`src/rtl/bgc_pkg.sv`:
```
package bgc_pkg;

    localparam int unsigned CFG_W   = 16;
    localparam int unsigned TIME_W  = 32;
    localparam int unsigned IDX_W   = 8;
    localparam int unsigned IN_TW   = 40;
    localparam int unsigned OUT_TW  = 8;

    localparam logic [CFG_W-1:0] HOLD_CONFIRM_RST = 16'd400;
    localparam logic [CFG_W-1:0] DOUBLE_GAP_RST   = 16'd300;
    localparam logic [CFG_W-1:0] MAINT_FIRST_RST  = 16'd5000;
    localparam logic [CFG_W-1:0] MAINT_SECOND_RST = 16'd10000;

    typedef enum logic [IDX_W-1:0] {
        REG_HOLD_CONFIRM = 8'd0,
        REG_DOUBLE_GAP   = 8'd1,
        REG_MAINT_FIRST  = 8'd2,
        REG_MAINT_SECOND = 8'd3
    } t_reg_idx;

    typedef enum logic [2:0] {
        PH_IDLE    = 3'd0,
        PH_PRESS   = 3'd1,
        PH_HOLD    = 3'd2,
        PH_TAPWAIT = 3'd3,
        PH_SECOND  = 3'd4,
        PH_MAINT   = 3'd5
    } t_phase;

    typedef enum logic [2:0] {
        EV_NONE         = 3'd0,
        EV_HOLD_START   = 3'd1,
        EV_HOLD_END     = 3'd2,
        EV_SINGLE       = 3'd3,
        EV_DOUBLE       = 3'd4,
        EV_MAINT_FIRST  = 3'd5,
        EV_MAINT_SECOND = 3'd6
    } t_event;

    typedef struct packed {
        logic [CFG_W-1:0] hold_confirm_time;
        logic [CFG_W-1:0] double_tap_gap;
        logic [CFG_W-1:0] maint_first_time;
        logic [CFG_W-1:0] maint_second_time;
    } t_cfg;

    typedef struct packed {
        t_phase phase;
        logic   first_done;
        logic   second_done;
    } t_status;

endpackage

```
`src/rtl/bgc_cfg.sv`:
```
module bgc_cfg
    import bgc_pkg::*;
(
    input  logic             i_clk,
    input  logic             i_rst_n,
    input  logic             i_we,
    input  logic [IDX_W-1:0] i_index,
    input  logic [CFG_W-1:0] i_data,
    output t_cfg             o_cfg
);

    t_cfg r_cfg;
    t_cfg n_cfg;

    always_comb begin
        n_cfg = r_cfg;
        if (i_we) begin
            unique case (i_index)
                REG_HOLD_CONFIRM: n_cfg.hold_confirm_time = i_data;
                REG_DOUBLE_GAP:   n_cfg.double_tap_gap    = i_data;
                REG_MAINT_FIRST:  n_cfg.maint_first_time  = i_data;
                REG_MAINT_SECOND: n_cfg.maint_second_time = i_data;
                default: ;
            endcase
        end
    end

    always_ff @(posedge i_clk) begin
        if (!i_rst_n) begin
            r_cfg.hold_confirm_time <= HOLD_CONFIRM_RST;
            r_cfg.double_tap_gap    <= DOUBLE_GAP_RST;
            r_cfg.maint_first_time  <= MAINT_FIRST_RST;
            r_cfg.maint_second_time <= MAINT_SECOND_RST;
        end else begin
            r_cfg <= n_cfg;
        end
    end

    assign o_cfg = r_cfg;

endmodule

```
`src/rtl/bgc_core.sv`:
```
module bgc_core
    import bgc_pkg::*;
(
    input  logic              i_clk,
    input  logic              i_rst_n,
    input  logic              i_step,
    input  logic              i_level,
    input  logic [TIME_W-1:0] i_time,
    input  t_cfg              i_cfg,
    output t_event            o_event,
    output t_status           o_status
);

    t_phase            r_phase, n_phase;
    logic              r_prev;
    logic [TIME_W-1:0] r_edge, n_edge;
    logic              r_first_done, n_first_done;
    logic              r_second_done, n_second_done;
    t_event            n_event;

    logic              rise, fall;
    logic [TIME_W-1:0] held;
    logic              hold_hit, gap_hit, first_hit, second_hit;

    assign rise = i_level & ~r_prev;
    assign fall = ~i_level & r_prev;
    assign held = i_time - r_edge;

    assign hold_hit   = held >= {{(TIME_W-CFG_W){1'b0}}, i_cfg.hold_confirm_time};
    assign gap_hit    = held >= {{(TIME_W-CFG_W){1'b0}}, i_cfg.double_tap_gap};
    assign first_hit  = held >= {{(TIME_W-CFG_W){1'b0}}, i_cfg.maint_first_time};
    assign second_hit = held >= {{(TIME_W-CFG_W){1'b0}}, i_cfg.maint_second_time};

    always_comb begin
        n_phase       = r_phase;
        n_edge        = r_edge;
        n_first_done  = r_first_done;
        n_second_done = r_second_done;
        n_event       = EV_NONE;
        unique case (r_phase)
            PH_IDLE: begin
                if (rise) begin
                    n_phase = PH_PRESS;
                    n_edge  = i_time;
                end
            end
            PH_PRESS: begin
                if (fall) begin
                    n_phase = PH_TAPWAIT;
                    n_edge  = i_time;
                end else if (hold_hit) begin
                    n_phase = PH_HOLD;
                    n_edge  = i_time;
                    n_event = EV_HOLD_START;
                end
            end
            PH_HOLD: begin
                if (fall) begin
                    n_phase = PH_IDLE;
                    n_event = EV_HOLD_END;
                end
            end
            PH_TAPWAIT: begin
                if (rise) begin
                    n_phase = PH_SECOND;
                    n_edge  = i_time;
                end else if (gap_hit) begin
                    n_phase = PH_IDLE;
                    n_event = EV_SINGLE;
                end
            end
            PH_SECOND: begin
                if (fall) begin
                    n_phase = PH_IDLE;
                    n_event = EV_DOUBLE;
                end else if (hold_hit) begin
                    n_phase       = PH_MAINT;
                    n_edge        = i_time;
                    n_first_done  = 1'b0;
                    n_second_done = 1'b0;
                end
            end
            PH_MAINT: begin
                // second threshold wins when both are reached
                if (fall) begin
                    n_phase = PH_IDLE;
                end else if (!r_second_done && second_hit) begin
                    n_second_done = 1'b1;
                    n_event       = EV_MAINT_SECOND;
                end else if (!r_first_done && first_hit) begin
                    n_first_done = 1'b1;
                    n_event      = EV_MAINT_FIRST;
                end
            end
            default: ;
        endcase
    end

    always_ff @(posedge i_clk) begin
        if (!i_rst_n) begin
            r_phase       <= PH_IDLE;
            r_prev        <= 1'b0;
            r_edge        <= '0;
            r_first_done  <= 1'b0;
            r_second_done <= 1'b0;
        end else if (i_step) begin
            r_phase       <= n_phase;
            r_prev        <= i_level;
            r_edge        <= n_edge;
            r_first_done  <= n_first_done;
            r_second_done <= n_second_done;
        end
    end

    assign o_event              = n_event;
    assign o_status.phase       = r_phase;
    assign o_status.first_done  = r_first_done;
    assign o_status.second_done = r_second_done;

endmodule

```
`src/rtl/button_gesture_classifier.sv`:
```
// Button gesture classifier. Each input word is one button sample with its
// millisecond timestamp; each yields exactly one output word carrying the
// gesture event (none, hold start/end, single tap, double tap, maintenance
// first/second). One word per clock is sustained unless m_axis_tready stalls the
// output: a sample passes the input register, is classified by the phase machine
// and lands in the output register. s_axis_tready stays high while the input
// register is empty or the output register moves on. The four 16-bit thresholds
// are written via the cfg channel (always ready), by the user only while idle (unenforced).
module button_gesture_classifier
    import bgc_pkg::*;
(
    input  logic              i_clk,
    input  logic              i_rst_n,
    input  logic              s_axis_tvalid,
    output logic              s_axis_tready,
    input  logic [IN_TW-1:0]  s_axis_tdata,   // [0] button_down, [32:1] time_ms, [39:33] zero
    output logic              m_axis_tvalid,
    input  logic              m_axis_tready,
    output logic [OUT_TW-1:0] m_axis_tdata,   // [2:0] gesture_event, [7:3] zero
    input  logic              i_cfg_valid,
    output logic              o_cfg_ready,
    input  logic [IDX_W-1:0]  i_cfg_index,
    input  logic [CFG_W-1:0]  i_cfg_data
);

    logic              r_in_valid;
    logic              r_in_level;
    logic [TIME_W-1:0] r_in_time;
    logic              r_out_valid;
    t_event            r_out_event;

    logic    advance;
    logic    in_take;
    t_cfg    cfg;
    t_event  step_event;
    t_status status;

    assign o_cfg_ready = 1'b1;

    bgc_cfg u_cfg (
        .i_clk   (i_clk),
        .i_rst_n (i_rst_n),
        .i_we    (i_cfg_valid),
        .i_index (i_cfg_index),
        .i_data  (i_cfg_data),
        .o_cfg   (cfg)
    );

    assign advance       = r_in_valid && (!r_out_valid || m_axis_tready);
    assign s_axis_tready = !r_in_valid || advance;
    assign in_take       = s_axis_tvalid && s_axis_tready;

    bgc_core u_core (
        .i_clk    (i_clk),
        .i_rst_n  (i_rst_n),
        .i_step   (advance),
        .i_level  (r_in_level),
        .i_time   (r_in_time),
        .i_cfg    (cfg),
        .o_event  (step_event),
        .o_status (status)
    );

    always_ff @(posedge i_clk) begin
        if (!i_rst_n) begin
            r_in_valid  <= 1'b0;
            r_out_valid <= 1'b0;
        end else begin
            if (in_take) begin
                r_in_valid <= 1'b1;
            end else if (advance) begin
                r_in_valid <= 1'b0;
            end
            if (advance) begin
                r_out_valid <= 1'b1;
            end else if (m_axis_tready) begin
                r_out_valid <= 1'b0;
            end
        end
    end

    always_ff @(posedge i_clk) begin
        if (in_take) begin
            r_in_level <= s_axis_tdata[0];
            r_in_time  <= s_axis_tdata[TIME_W:1];
        end
        if (advance) begin
            r_out_event <= step_event;
        end
    end

    assign m_axis_tvalid = r_out_valid;
    assign m_axis_tdata  = {{(OUT_TW-3){1'b0}}, r_out_event};

`ifndef SYNTHESIS
    a_hold_end_idle: assert property (@(posedge i_clk) disable iff (!i_rst_n)
        advance && step_event == EV_HOLD_END |=> status.phase == PH_IDLE)
        else $error("hold end did not return to idle");

    a_maint_once: assert property (@(posedge i_clk) disable iff (!i_rst_n)
        advance && step_event == EV_MAINT_SECOND |=> status.second_done)
        else $error("maintenance second event not marked done");

    a_maint_phase: assert property (@(posedge i_clk) disable iff (!i_rst_n)
        advance && (step_event == EV_MAINT_FIRST || step_event == EV_MAINT_SECOND)
        |-> status.phase == PH_MAINT)
        else $error("maintenance event outside maintenance hold");

    a_in_kept: assert property (@(posedge i_clk) disable iff (!i_rst_n)
        r_in_valid && !advance |=> r_in_valid && $stable(r_in_time))
        else $error("pending input word lost");
`endif

endmodule

```
`config.mk`:
```
export PLATFORM = sky130hd
export DESIGN_NAME = button_gesture_classifier
export DESIGN_NICKNAME = d
export VERILOG_FILES = /design/src/rtl/bgc_pkg.sv /design/src/rtl/bgc_cfg.sv /design/src/rtl/bgc_core.sv /design/src/rtl/button_gesture_classifier.sv
export SDC_FILE = /design/constraint.sdc
export NUM_CORES = 1
export LEC_CHECK = 0
export BUFFER_PORTS_ARGS = -buffer_cell sky130_fd_sc_hd__buf_2
export CAP_MARGIN = 20
export CORE_MARGIN = 1.5
export CORE_UTILIZATION = 55
export CTS_BUF_LIST = sky130_fd_sc_hd__clkbuf_4
export DETAILED_ROUTE_END_ITERATION = 7
export GPL_TIMING_DRIVEN = 0
export PLACE_DENSITY = 0.7
export SLEW_MARGIN = 20
export SYNTH_ARGS = -nofsm -noshare
export SYNTH_HDL_FRONTEND = slang
export SYNTH_SLANG_ARGS = --single-unit
export TNS_END_PERCENT = 5
```
`constraint.sdc`:
```
create_clock -name i_clk -period 6.27 [get_ports i_clk]
set_input_delay 1.254 -clock i_clk [delete_from_list [all_inputs] [get_ports i_clk]]
set_output_delay 1.254 -clock i_clk [all_outputs]
set_load 0.05 [all_outputs]
```
## Yosys cells after proc, flatten, opt, wreduce, memory -nomap -nowiden

Cells that the tools add are included.

- Equal/unequal tests: 20
- $lt $le $gt $ge: 4
- Add/subtract/negate cells: 1
- Bitwise operators: 4
- Reductions and logical operators: 27
- Muxes and demuxes: 37

Operators with widths:

| cell | number |
|---|---|
| 32-bit by 16-bit >= comparator with 1-bit output | 4 |
| 32-bit 2-to-1 mux | 4 |
| 32-bit one-hot mux with 3 select lines | 1 |
| 3-bit 2-to-1 mux | 14 |
| 32-bit subtractor | 1 |
| 3-bit one-hot mux with 5 select lines | 2 |
| 8-bit by 2-bit equality test with 1-bit output (second input constant) | 2 |
| 7-bit AND reduction | 2 |
| 1-bit 2-to-1 mux | 12 |
| 2-bit by 1-bit inequality test with 1-bit output (second input constant) | 6 |
| 3-bit by 1-bit inequality test with 1-bit output (second input constant) | 3 |
| 8-bit by 1-bit equality test with 1-bit output (second input constant) | 1 |
| 8-bit logical NOT | 1 |
| 2-bit AND reduction | 4 |
| 3-bit by 2-bit equality test with 1-bit output (second input constant) | 2 |
| 3-bit equality test (second input constant) | 2 |
| 2-bit inequality test (second input constant) | 3 |
| 6-bit AND reduction | 1 |
| 2-bit nonzero test | 3 |
| 5-bit nonzero test | 1 |
| 1-bit logical AND | 4 |
| 1-bit logical NOT | 4 |
| 2-bit 2-to-1 mux | 2 |
| 1-bit one-hot mux with 2 select lines | 2 |
| 8 further kinds | 12 |

- Input bits: 69
- Word-level logic and storage cells: 107
- Output and inout bits: 11
- Register bits after elaboration: 140

## Longest topological paths before layout

- Depth in word-level cells: 7
- Gate-level depth with buffers: 20

## Modules after synthesis

From an unflattened synthesis, not the netlist that was laid out.

- Cell total of the unflattened synthesis: 1118
- Area total of the unflattened synthesis: 9756.9 sq um

Modules (own cells, without submodules):

| module | area an instance (sq um) | cells an instance | times used |
|---|---|---|---|
| bgc_core | 5975.7 | 825 | 1 |
| bgc_cfg | 2543.7 | 240 | 1 |
| button_gesture_classifier | 1237.4 | 53 | 1 |

## Least setup slack after synthesis

No wires, ideal clock.

- Path type: reg2reg
- Start: reg r_in_time[0]
- End: reg r_out_event[0] (data pin)
- Buffers on the path: 1
- Data required time: 5.990 ns
- Cell stages (with the launch flop): 18
- Path slack: 2.571 ns
- Data arrival time: 3.419 ns
- Period minus slack after synthesis: 3.699 ns
- Setup time: 0.280 ns
- Cells stage by stage: edfxtp_1 -> inv_1 -> ha_1 -> fa_1 -> nor2b_1 -> o2111ai_1 -> a211o_1 -> nand2_1 -> xor2_1 -> ha_1 -> a21o_1 -> a21oi_1 -> o21ai_0 -> a21o_1 -> nor3_4 -> buf_2 -> nand3b_1 -> o311ai_0

- Longest elaborated chain between the ends: 7

RTL lines:

| what | RTL line | source |
|---|---|---|
| start, declared | button_gesture_classifier.sv:28 | `logic [TIME_W-1:0] r_in_time;` |
| start signal, assigned | button_gesture_classifier.sv:85 | `r_in_time <= s_axis_tdata[TIME_W:1];` |
| 32-bit subtractor (*) | bgc_core.sv:27 | `assign held = i_time - r_edge;` |
| 32-bit by 16-bit >= comparator with 1-bit output | bgc_core.sv:31 | `assign first_hit = held >= {{(TIME_W-CFG_W){1'b0}}, i_cfg.maint_first_time};` |
| 1-bit logical AND | bgc_core.sv:90 | `end else if (!r_first_done && first_hit) begin` |
| 3-bit 2-to-1 mux | bgc_core.sv:90 |  |
| 3-bit 2-to-1 mux | bgc_core.sv:87 | `end else if (!r_second_done && second_hit) begin` |
| 3-bit 2-to-1 mux | bgc_core.sv:85 | `if (fall) begin` |
| 3-bit one-hot mux with 5 select lines (*) | bgc_core.sv:40 | `unique case (r_phase)` |
| named net step_event[0] | button_gesture_classifier.sv:35 | `t_event step_event;` |
| end signal, assigned | button_gesture_classifier.sv:88 | `r_out_event <= step_event;` |
| end, declared | button_gesture_classifier.sv:30 | `t_event r_out_event;` |

Mark *: on every way through the listed nets, which the timed path passes. The rest lies on a longest branch.
A chain may end at the register's enable or synchronous reset.

## Final worst setup path

Same ends and word-level chain as after synthesis.

==> results.sh <==
export IMPL_cts_resized=0
export IMPL_cp_slowest_stage_delay_ns=0.66
export IMPL_yosys_cell_count_top_type="nand2_1"
export IMPL_power_leakage_nw=4.00
export IMPL_grt_pass1_vias=7618
export IMPL_die_w_um=132
export IMPL_ys_seq_area_share_pct=34.4
export IMPL_endpoint_kind="register"
export IMPL_rows=47
export IMPL_syn_instance_count=1130
export IMPL_swShare_pct=34.5
export IMPL_path_delay_family="compound AO/OA/AOI/OAI gates"
export IMPL_seqPwrFrac_pct=43.4
export IMPL_cts_tree="yes"
export IMPL_gr_total_overflow=0
export IMPL_cts_hold_buf=0
export IMPL_initial_core_util_pct=55.9
export IMPL_combinationalPowerShare_pct=28.1
export IMPL_grt_usage_pct=28.2
export IMPL_synth_xor_area_share_pct=2.00
export IMPL_die_h_um=132
export IMPL_min_from="u_cfg.o_cfg[17]$_SDFFE_PN0P_"
export IMPL_dieArea_um2=17500
export IMPL_slowest_stage="xor2_1"
export IMPL_io_buffer_count=65
export IMPL_antenna_found_initial=1
export IMPL_syn_area_per_cell_um2=8.14
export IMPL_arrival_ns=5.40
export IMPL_cts_setup_buffers=0
export IMPL_hpwl_mm=18.9
export IMPL_synth_cell_types=68
export IMPL_grt_setup_unrepaired="no"
export IMPL_synth_top_family_by_area="compound AO/OA/AOI/OAI gates"
export IMPL_slew_headroom_pct=44.6
export IMPL_synth_compound_area_share_pct=26.3
export IMPL_ff2ff_path_depth=17
export IMPL_status="finished, final reports clean"
export IMPL_ys_warnings_count=0
export IMPL_cts_max_level=4
export IMPL_routedWlPerCell_um=16.8
export IMPL_grt_pass1_wl_mm=39.5
export IMPL_synth_edff_count=36
export IMPL_drcViolationCount=0
export IMPL_cts_buffer_depth=2
export IMPL_p_switching_mw=0.776
export IMPL_via_per_inst=5.82
export IMPL_synth_area_um2=9200
export IMPL_skew_ns=0.0215
export IMPL_worst_r2r_startpoint="r_in_time[0]$_DFFE_PP_"
export IMPL_ff2ff_setup_slack_ns=1.12
export IMPL_path_cells="inv_1 -> ha_1 -> fa_1 -> nor2b_1 -> o2111ai_1 -> a211o_1 -> nand2_1 -> xor2_1 -> ha_1 -> a21o_1 -> a21oi_1 -> o21ai_0 -> a21o_1 -> nor3_4 -> buf_2 -> nand3b_1 -> o311ai_0"
export IMPL_drtIter0Drc=683
export IMPL_synthMuxAreaShare_pct=0.218
export IMPL_fmax_ghz=0.194
export IMPL_hp_class="register to register"
export IMPL_cts_reportedPaths_clkPinSlew_ns=0.13
export IMPL_p_per_area_nw_per_um2=222
export IMPL_worstMarginPinSlew_ns=0.829
export IMPL_synth_simple_area_share_pct=16.7
export IMPL_drv_slew=0
export IMPL_core_area_um2=16500
export IMPL_max_cap_violations=0
export IMPL_ys_seq_elements=140
export IMPL_critPathKind="register to register"
export IMPL_synth_area_top_cells="dfxtp_1, ha_1, edfxtp_1"
export IMPL_cp_required_ns=6.53
export IMPL_synthArstFlopShare_pct=0
export IMPL_yosys_area_share_adder_pct=13.1
export IMPL_min_path_cells=2
export IMPL_cts_root_buf="clkbuf_4"
export IMPL_finalCoreUtilization_pct=61.6
export IMPL_intPower_mw=1.47
export IMPL_tns_ns=0
export IMPL_grt_max_degree=27
export IMPL_nets=1384
export IMPL_io_pins=80
export IMPL_multi_input_area_um2=5400
export IMPL_hold_viol=0
export IMPL_wirelength_mm=24.5
export IMPL_cp_start_kind="register"
export IMPL_synthFlopType="dfxtp_1"
export IMPL_finalCritPeriodShare_pct=82.1
export IMPL_first_pass_iters=6
export IMPL_layout_area_seq_um2=3160
export IMPL_synth_top_area_share_pct=22.6
export IMPL_power_frac_clock_pct=28.6
export IMPL_routabilityCongestion=0.917
export IMPL_fill_cells=1539
export IMPL_crit_path_max_fanout=10
export IMPL_peakVddDrop_uv=226
export IMPL_cts_made_buffers=17
export IMPL_area_delta_synth_final_pct=10.3
export IMPL_hold_path_end="u_cfg.o_cfg[17]$_SDFFE_PN0P_"
export IMPL_vias=8462
export IMPL_cts_sinks=140
export IMPL_ant_nets=0
export IMPL_drive_above_1_share_pct=10.6
export IMPL_setup_viol=0
export IMPL_synth_commonest_cells="nand2_1, a21oi_1, inv_1"
export IMPL_reg2reg_to="r_out_event[0]$_DFFE_PP_"
export IMPL_synth_top_area_cell="dfxtp_1"
export IMPL_crit_buf_inv=2
export IMPL_clk_latency_ns=0.56
export IMPL_final_min_clock_period_ns=5.15
==> registers in the layout, summed over array words and instances (netlist names) <==
| name | cells |
|---|---|
| m_axis_tvalid | 1 |
| r_in_level | 1 |
| r_in_time | 32 |
| r_in_valid | 1 |
| r_out_event | 3 |
| u_cfg.o_cfg | 64 |
| u_core.r_edge | 32 |
| u_core.r_first_done | 1 |
| u_core.r_phase | 3 |
| u_core.r_prev | 1 |
| u_core.r_second_done | 1 |
==> cell type report <==
| type | count | area share, % |
|---|---|---|
| antenna | 1 | 0.0247 |
| buffer | 61 | 2.64 |
| clock buffer | 18 | 1.33 |
| clock inverter | 14 | 1.65 |
| inverter | 106 | 3.92 |
| multi-input combinational | 827 | 53.2 |
| sequential | 140 | 31.2 |
| tap | 220 | 2.71 |
| timing repair buffer | 66 | 3.40 |
==> cell families (layout without fill, tap and decap cells) <==
logic type                 count (synthesis)  after routing
buffers and inverters                    167            265
DFF                                      140            140
xor gates and xnor gates                  21             21
muxes                                      2              2
and+or+nand+nor                          333            333
other                                      2              7
adders and majority gates                 96             96
AOI/OAI and AO/OA                        369            369
==> how the worst max path moves through the flow <==
stage | endpoint | slack, ns | start | cells past startpoint
2_1_floorplan | r_out_event[0]$_DFFE_PP_ | 2.57 | r_in_time[0]$_DFFE_PP_ | 17
3_3_place_gp | r_out_event[0]$_DFFE_PP_ | 1.26 | r_in_time[0]$_DFFE_PP_ | 17
3_5_place_dp | r_out_event[0]$_DFFE_PP_ | 1.24 | r_in_time[0]$_DFFE_PP_ | 17
4_1_cts | r_out_event[0]$_DFFE_PP_ | 1.21 | r_in_time[0]$_DFFE_PP_ | 17
5_1_grt | r_out_event[0]$_DFFE_PP_ | 0.89 | r_in_time[0]$_DFFE_PP_ | 17
6_report | r_out_event[0]$_DFFE_PP_ | 1.12 | r_in_time[0]$_DFFE_PP_ | 17
==> power by group through the flow <==
stage	logic, mW	clock network (mW)	registers, mW
2_1_floorplan	0.443	0	0.994
3_3_place_gp	0.608	0	0.996
6_report	0.631	0.643	0.976
5_1_grt	0.703	0.701	0.980
4_1_cts	0.626	0.655	0.976
3_5_place_dp	0.622	0	0.996
==> metal layers <==
| metal | share of wire (%) | vias to the layer above | track usage (%) |
|---|---|---|---|
| met5 | 0 | - | 0 |
| li1 | - | 4245 | - |
| met1 | 51 | 3942 | 42.3 |
| met4 | 0.93 | 0 | 5.19 |
| met2 | 43 | 259 | 42.6 |
| met3 | 5.5 | 16 | 5.19 |
==> stage by stage <==
step / setup slack, ns / std cells / hold WS, ns / instance area [um2] / power [mW]
floorplan: 2.57 / 1134 / 0.432 / 9220 / 1.44
global placement: 1.26 / 1419 / 0.440 / 9820 / 1.60
detailed placement: 1.24 / 1420 / 0.445 / 9840 / 1.62
CTS: 1.21 / 1452 / 0.463 / 10100 / 2.26
global route: 0.888 / 1453 / 0.479 / 10200 / 2.38
finish: 1.12 / 1453 / 0.457 / 10200 / 2.25
==> placed cells by master, fill, tap and decap left out, types with 36 or more instances in the layout <==
cell type	Yosys	layout
edfxtp_1	36	36
o21ai_0	39	39
buf_2	4	69
ha_1	95	95
a21oi_1	141	141
dfxtp_1	104	104
inv_1	105	105
clkbuf_1	47	47
nand2_1	155	155
nor2_1	72	72
a211oi_1	37	37
==> worst reg2reg max path, delay by kind of cell, from the launching register on <==
kind / cells / cell delay, ns
simple gates: 4 / 0.79
buf+inv: 2 / 0.40
fa+ha+maj: 3 / 1.02
flops: 1 / 0.45
xor+xnor: 1 / 0.66
compound gates: 7 / 1.55
No activity file was read; power rests on OpenSTA's default activity.
